File: src/bhpq_pkg.sv
// Shared types and constants for the max priority queue core.
`timescale 1ns / 1ps

package bhpq_pkg;

	// Fixed sizes of the queue and of its beats.
	localparam int CAPACITY    = 64;
	localparam int VALUE_WIDTH = 32;
	localparam int COUNT_WIDTH = 7;

	typedef logic signed [VALUE_WIDTH-1:0] value_t;
	typedef logic [COUNT_WIDTH-1:0]        count_t;

	// Operation codes of a command beat.
	typedef enum logic {
		OP_INSERT = 1'b0,
		OP_REMOVE = 1'b1
	} op_t;

	// One command beat.
	typedef struct packed {
		op_t    op;
		value_t value;
	} cmd_beat_t;

	// One result beat.
	typedef struct packed {
		value_t removed_value;
		logic   was_empty;
		logic   overflow;
		count_t entry_count;
	} result_beat_t;

	// Per-cycle control broadcast to every cell of the chain.
	typedef struct packed {
		logic insert;
		logic remove;
	} cell_ctrl_t;

endpackage

File: src/bhpq_cell.sv
// One storage cell of the sorted chain: holds one entry and trades with its neighbors.
`timescale 1ns / 1ps

module bhpq_cell
	import bhpq_pkg::*;
(
	input  logic       clk,
	input  cell_ctrl_t ctrl,
	input  value_t     new_value,
	input  logic       occupied,
	input  value_t     left_value,
	input  logic       left_goes_after,
	input  value_t     right_value,
	output value_t     value,
	output logic       goes_after
);

	value_t value_q;

	// The new value belongs in front of this entry when the cell is free or it is larger.
	assign goes_after = !occupied || (new_value > value_q);
	assign value      = value_q;

	// Insert shifts the tail one place right and drops the new value into the gap;
	// remove shifts the whole chain one place left.
	always_ff @(posedge clk) begin
		if (ctrl.insert) begin
			if (goes_after) begin
				value_q <= left_goes_after ? left_value : new_value;
			end
		end else if (ctrl.remove) begin
			value_q <= right_value;
		end
	end

endmodule

File: config.mk
export PLATFORM = sky130hd
export DESIGN_NAME = bhpq_cell
export DESIGN_NICKNAME = d
export VERILOG_FILES = /design/src/bhpq_pkg.sv /design/src/bhpq_cell.sv
export SDC_FILE = /design/constraint.sdc
export NUM_CORES = 1
export LEC_CHECK = 0
export ABC_CLOCK_PERIOD_IN_PS = 4300
export BUFFER_PORTS_ARGS = -buffer_cell sky130_fd_sc_hd__buf_4
export CORE_ASPECT_RATIO = 2
export CORE_UTILIZATION = 41
export CTS_CLUSTER_SIZE = 14
export DETAILED_ROUTE_END_ITERATION = 8
export MAX_ROUTING_LAYER = met4
export PLACE_DENSITY_LB_ADDON = 0.05
export SYNTH_ARGS = -nofsm -noshare
export SYNTH_HDL_FRONTEND = slang
export SYNTH_SLANG_ARGS = --single-unit
File: constraint.sdc
create_clock -name clk -period 4.3 [get_ports clk]
set_input_delay 0.86 -clock clk [delete_from_list [all_inputs] [get_ports clk]]
set_output_delay 0.86 -clock clk [all_outputs]
set_load 0.1 [all_outputs]
; Word level (Yosys, flattened, before mapping)
; Index checks and enable logic that the tools add are counted.
; Widths: inputs -> output; s select.
[totals]
rom_bits = 0
mem_count = 0
ramBits = 0
latch_bits = 0
input_bits = 101
wordCells = 11
reg_bits = 32
output_inout_bits = 33
[op_classes]
n_mul = 0
bitwise = 0
div = 0
addsub = 0
n_mux = 4
n_eq_ne = 1
reduce_logical = 4
order_cmp = 1
n_shift = 0
[ops]
columns = cell, n
row1 = $mux 32, 4
row2 = $gt 32x32->1, 1
row3 = $ne 2x1->1 const B, 1
row4 = $reduce_and 2->1, 1
row5 = $reduce_bool 2->1, 1
row6 = $logic_not 1->1, 1
row7 = $logic_or 1x1->1, 1

; Depth between registers and ports, before layout
[depth]
ltp_word = 4
ltp_mapped = 8

; Least setup slack after synthesis
; No wires, ideal clock.
[synth_timing]
kind = register -> register
startpoint = reg value_q[31] (netlist: value[31])
endpoint = reg value_q[0] (netlist: value[0]), enable pin
setup_time_ps = 441
stages_incl_launch_ff = 9
t_arrival_ps = 3908
slack_ps = -49
path_buffers = 0
synth_period_minus_slack_ps = 4349
cell_sequence = edfxtp_1 > inv_1 > ha_1 > nand4_2 > nor4_2 > nand4_1 > a31oi_1 > o221ai_1 > a31oi_1
[synth_via]
elab_chain_len = 4
[synth_rtl]
columns = element, line
row1 = "start, declared", bhpq_cell.sv:18  ; value_t value_q;
row2 = "start signal, assigned", bhpq_cell.sv:29  ; value_q <= left_goes_after ? left_value : new_value;
row3 = "start signal, assigned", bhpq_cell.sv:32  ; value_q <= right_value;
row4 = $gt 32x32->1, bhpq_cell.sv:21  ; assign goes_after = !occupied || (new_value > value_q);
row5 = $logic_or 1x1->1, bhpq_cell.sv:21
row6 = $ne 2x1->1 (no line), --
row7 = $reduce_and 2->1 (no line), --
; Every way passes these cells.
; A chain may end at the register's enable or synchronous reset.

; Worst setup path after layout
[layout_timing]
startpoint = in new_value[17]
endpoint = out goes_after
[layout_via]
elab_chain_len = 2
[layout_rtl]
columns = element, line
row1 = "start, declared", bhpq_cell.sv:9  ; input value_t new_value,
row2 = $gt 32x32->1, bhpq_cell.sv:21
row3 = $logic_or 1x1->1, bhpq_cell.sv:21
row4 = "end, declared", bhpq_cell.sv:15  ; output logic goes_after
; Every way passes these cells.

==> summary.md <==
| Metric | Value |
|---|---|
| Largest net degree at the start of global routing | 67 |
| Detailed-route vias per instance | 5.143 |
| P_leak | 1.884 nW |
| Starting Density | 0.4272 |
| Register area share after synthesis | 0.3906 |
| Number of enable flip-flop cells after synthesis | 32 |
| Syn nets | 389 |
| I/O pin total | 134 |
| Yosys warns | 0 |
| DR DRC count | 18 |
| Final core utilization | 0.6358 |
| Post-CTS Hold Fix Bufs | 0 |
| Fmax | ~270 MHz |
| Unrepaired setup endpoints after global routing | no |
| Synth Cell Area | ~2500 um2 |
| Tcrit/Tclk final | 0.8504 |
| Area contributors post-synth | edfxtp_1 39%, ha_1 16%, mux2i_1 13%, a21oi_1 8.5%, nor2_1 5.5% |
| Hold_ws | 0.8992 ns |
| Gpl congestion | roughly 0.80 |
| Largest register FFs | 32 |
| Failing checks | design-rule violations |
| GRT Util Overall | 0.2140 |
| # port buffers | 133 |
| Drt total wl | 6379 um |
| CTS tree | done |
| Clock skew | 0.002673 ns |
| H-tree depth | 2 |
| Dpl hpwl | 5087 um |
| Hold Path Class | input pin to flop |
| Final worst path period need | 3.657 ns |
| Setup-failing EPs final | 0 |
| Sw Share | 0.4062 |
| Register area | between 900 and 1000 um2 |
| Register share of total power | 0.310 |
| Grt total ovfl | 0 |
| Post-layout nets | 519 |
| Logic gate share of total power | 0.431 |
| Postcts setup bufs | 0 |
| Vias | 2,304 |
| Placed insts | 440 |
| Critical path required time | 3.44 ns |
| Drt wl/cell | 14.24 um |
| Die Ht | 111.5 um |
| Seq cells post-synth | 32 |
| Clk_lat worst skew | 0.28 ns |
| CP Capture Type | output port |
| Critical path type | input pin to output port |
| Chip Width | 56.77 um |
| CP Max Fanout | 2 |
| Cell count after synthesis | 256 |
| Layout Area Growth over Synthesis | 48.83% |
| CP most frequent cell | buf_4 |
| Antenna cells | 0 |
| Vias in the first global route | 2,323 |
| Outcome | finished, violations left |
| Async SR Flop Fraction | 0 |
| Fillers | 520 |
| PwrDens | roughly 360 nW/um2 |
| Initial antenna violation count | 0 |
| Worst EP arrival | ~2.8 ns |
| Number of antenna-violating nets in the routed design | 0 |
| Fraction of layout instances using a drive strength above 1 | 0.3721 |
| Clk pwr share | 0.259 |
| First-pass GRT wire length | 9998 um |
| Synth unique cells | 27 |
| Worst-path clk slew | 0.05 ns |
| Multi-input logic area | about 1300 um2 |
| Commonest non-fill, non-tap cell in the layout | buf_4 |
| Actual slew at the worst max-slew pin | about 0.63 ns |
| Most frequent cells in the layout | 133 x buf_4, 42 x a21oi_1, 36 x nor2_1 |
| Critical Path Max Stage Delay | 0.35 ns |
| Slew Viols, Final | 0 |
| Setup TNS | 0 ns |
| Worst slew margin | 0.5815 |
| Pre-antenna DRT Iters | 6 |
| Root buf cell | clkbuf_16 |
| Area share of the largest cell type after synthesis | 0.3906 |
| Startpoint Class | input pin |
| Syn_area_per_cell | 9.609 um2 |
| Rows | 39 |
| Max Cap Violations | 0 |
| Final hold vios | 0 |
| Core area | 5758 um2 |
| Yosys top cell by area | edfxtp_1 |
| Post-CTS sizing | 0 |
| Switch Pwr | 0.5325 mW |
| CTS Sinks | 32 |
| Clock Tree Buf Depth | 2 |
| Peak VDD IR | 274.5 uV |
| Fin cells | 448 |
| DIE AREA | about 6300 um2 |
| Internal power | between 0.7 and 0.8 mW |
| DRT iter0 DRCs | 67 |
| Num CTS Buffers | 5 |
| Crit path cell chain | buf_4, ha_1, a21o_1, a221o_1, a21oi_1, o211ai_1, o221ai_1, nand2_1, buf_4 |
| R2R Setup Slk | 1.41 ns |
| Slowest CP cell | o221ai_1 |
| Top FF cell, synth | edfxtp_1 |
[cell usage after synthesis (all sizes together), types with 2 or more instances]
cell,count
ha,32
nor2,36
o21ai,4
nor4,2
mux2i,32
clkbuf,8
nand2b,2
a31oi,2
a221oi,2
a21o,5
buf,3
nand4,5
edfxtp,32
a21oi,42
nand2,9
inv,32
[cells by family after synthesis]
kind of cell,synth area share
AOI/OAI and AO/OA,0.1317
and+or+nand+nor,0.1160
muxes,0.1302
DFF,0.3906
buffers and inverters,0.06867
adders and majority gates,0.1628
[layout make-up]
class	instances	area share
Sequential cell	32	0.2625
Multi-Input combinational cell	180	0.3674
Timing Repair Buffer	134	0.2782
Inverter	33	0.03383
Clock inverter	1	0.001025
Tap cell	61	0.02085
Clock buffer	7	0.03623
[critical path, delay by kind of cell]
kind            cells  cell delay, ns
compound gates      5            1.18
buf+inv             2            0.36
fa+ha+maj           1            0.29
simple gates        1            0.11
[power groups by stage]
stage	registers, mW	logic, mW	clock network, mW
3_5_place_dp	0.412	0.570	0
3_3_place_gp	0.410	0.564	0
2_1_floorplan	0.648	0.159	0
4_1_cts	0.406	0.571	0.347
5_1_grt	0.409	0.602	0.356
6_report	0.406	0.565	0.339
[path summary, 6_finish.rpt]
| kind | from | end | cells past startpoint |
|---|---|---|---|
| max | new_value[17] | goes_after | 9 |
| min | right_value[22] | value[22]$_DFFE_PP_ | 3 |
| max reg2reg | value[31]$_DFFE_PP_ | value[12]$_DFFE_PP_ | 9 |
| min reg2reg | value[0]$_DFFE_PP_ | value[30]$_DFFE_PP_ | 6 |
[per-stage QoR]
stage | instance area, um2 | worst slack (ns) | power (mW)
6_report | 3661 | 0.6433 | 1.311
3_5_place_dp | 3525 | 0.6435 | 0.9819
3_3_place_gp | 3525 | 0.6578 | 0.9747
4_1_cts | 3661 | 0.6396 | 1.324
2_1_floorplan | 2466 | 0.5071 | 0.8071
5_1_grt | 3661 | 0.5042 | 1.367
[routing by layer]
metal  wire length (um)  vias up  GRT usage
li1                   -     1173          -
met5                  0        -          -
met2               3804       78     0.4270
met3                329        7    0.04065
met4                108        0    0.08130
met1               2136     1046     0.1863
(Power assumes the default switching activity.)
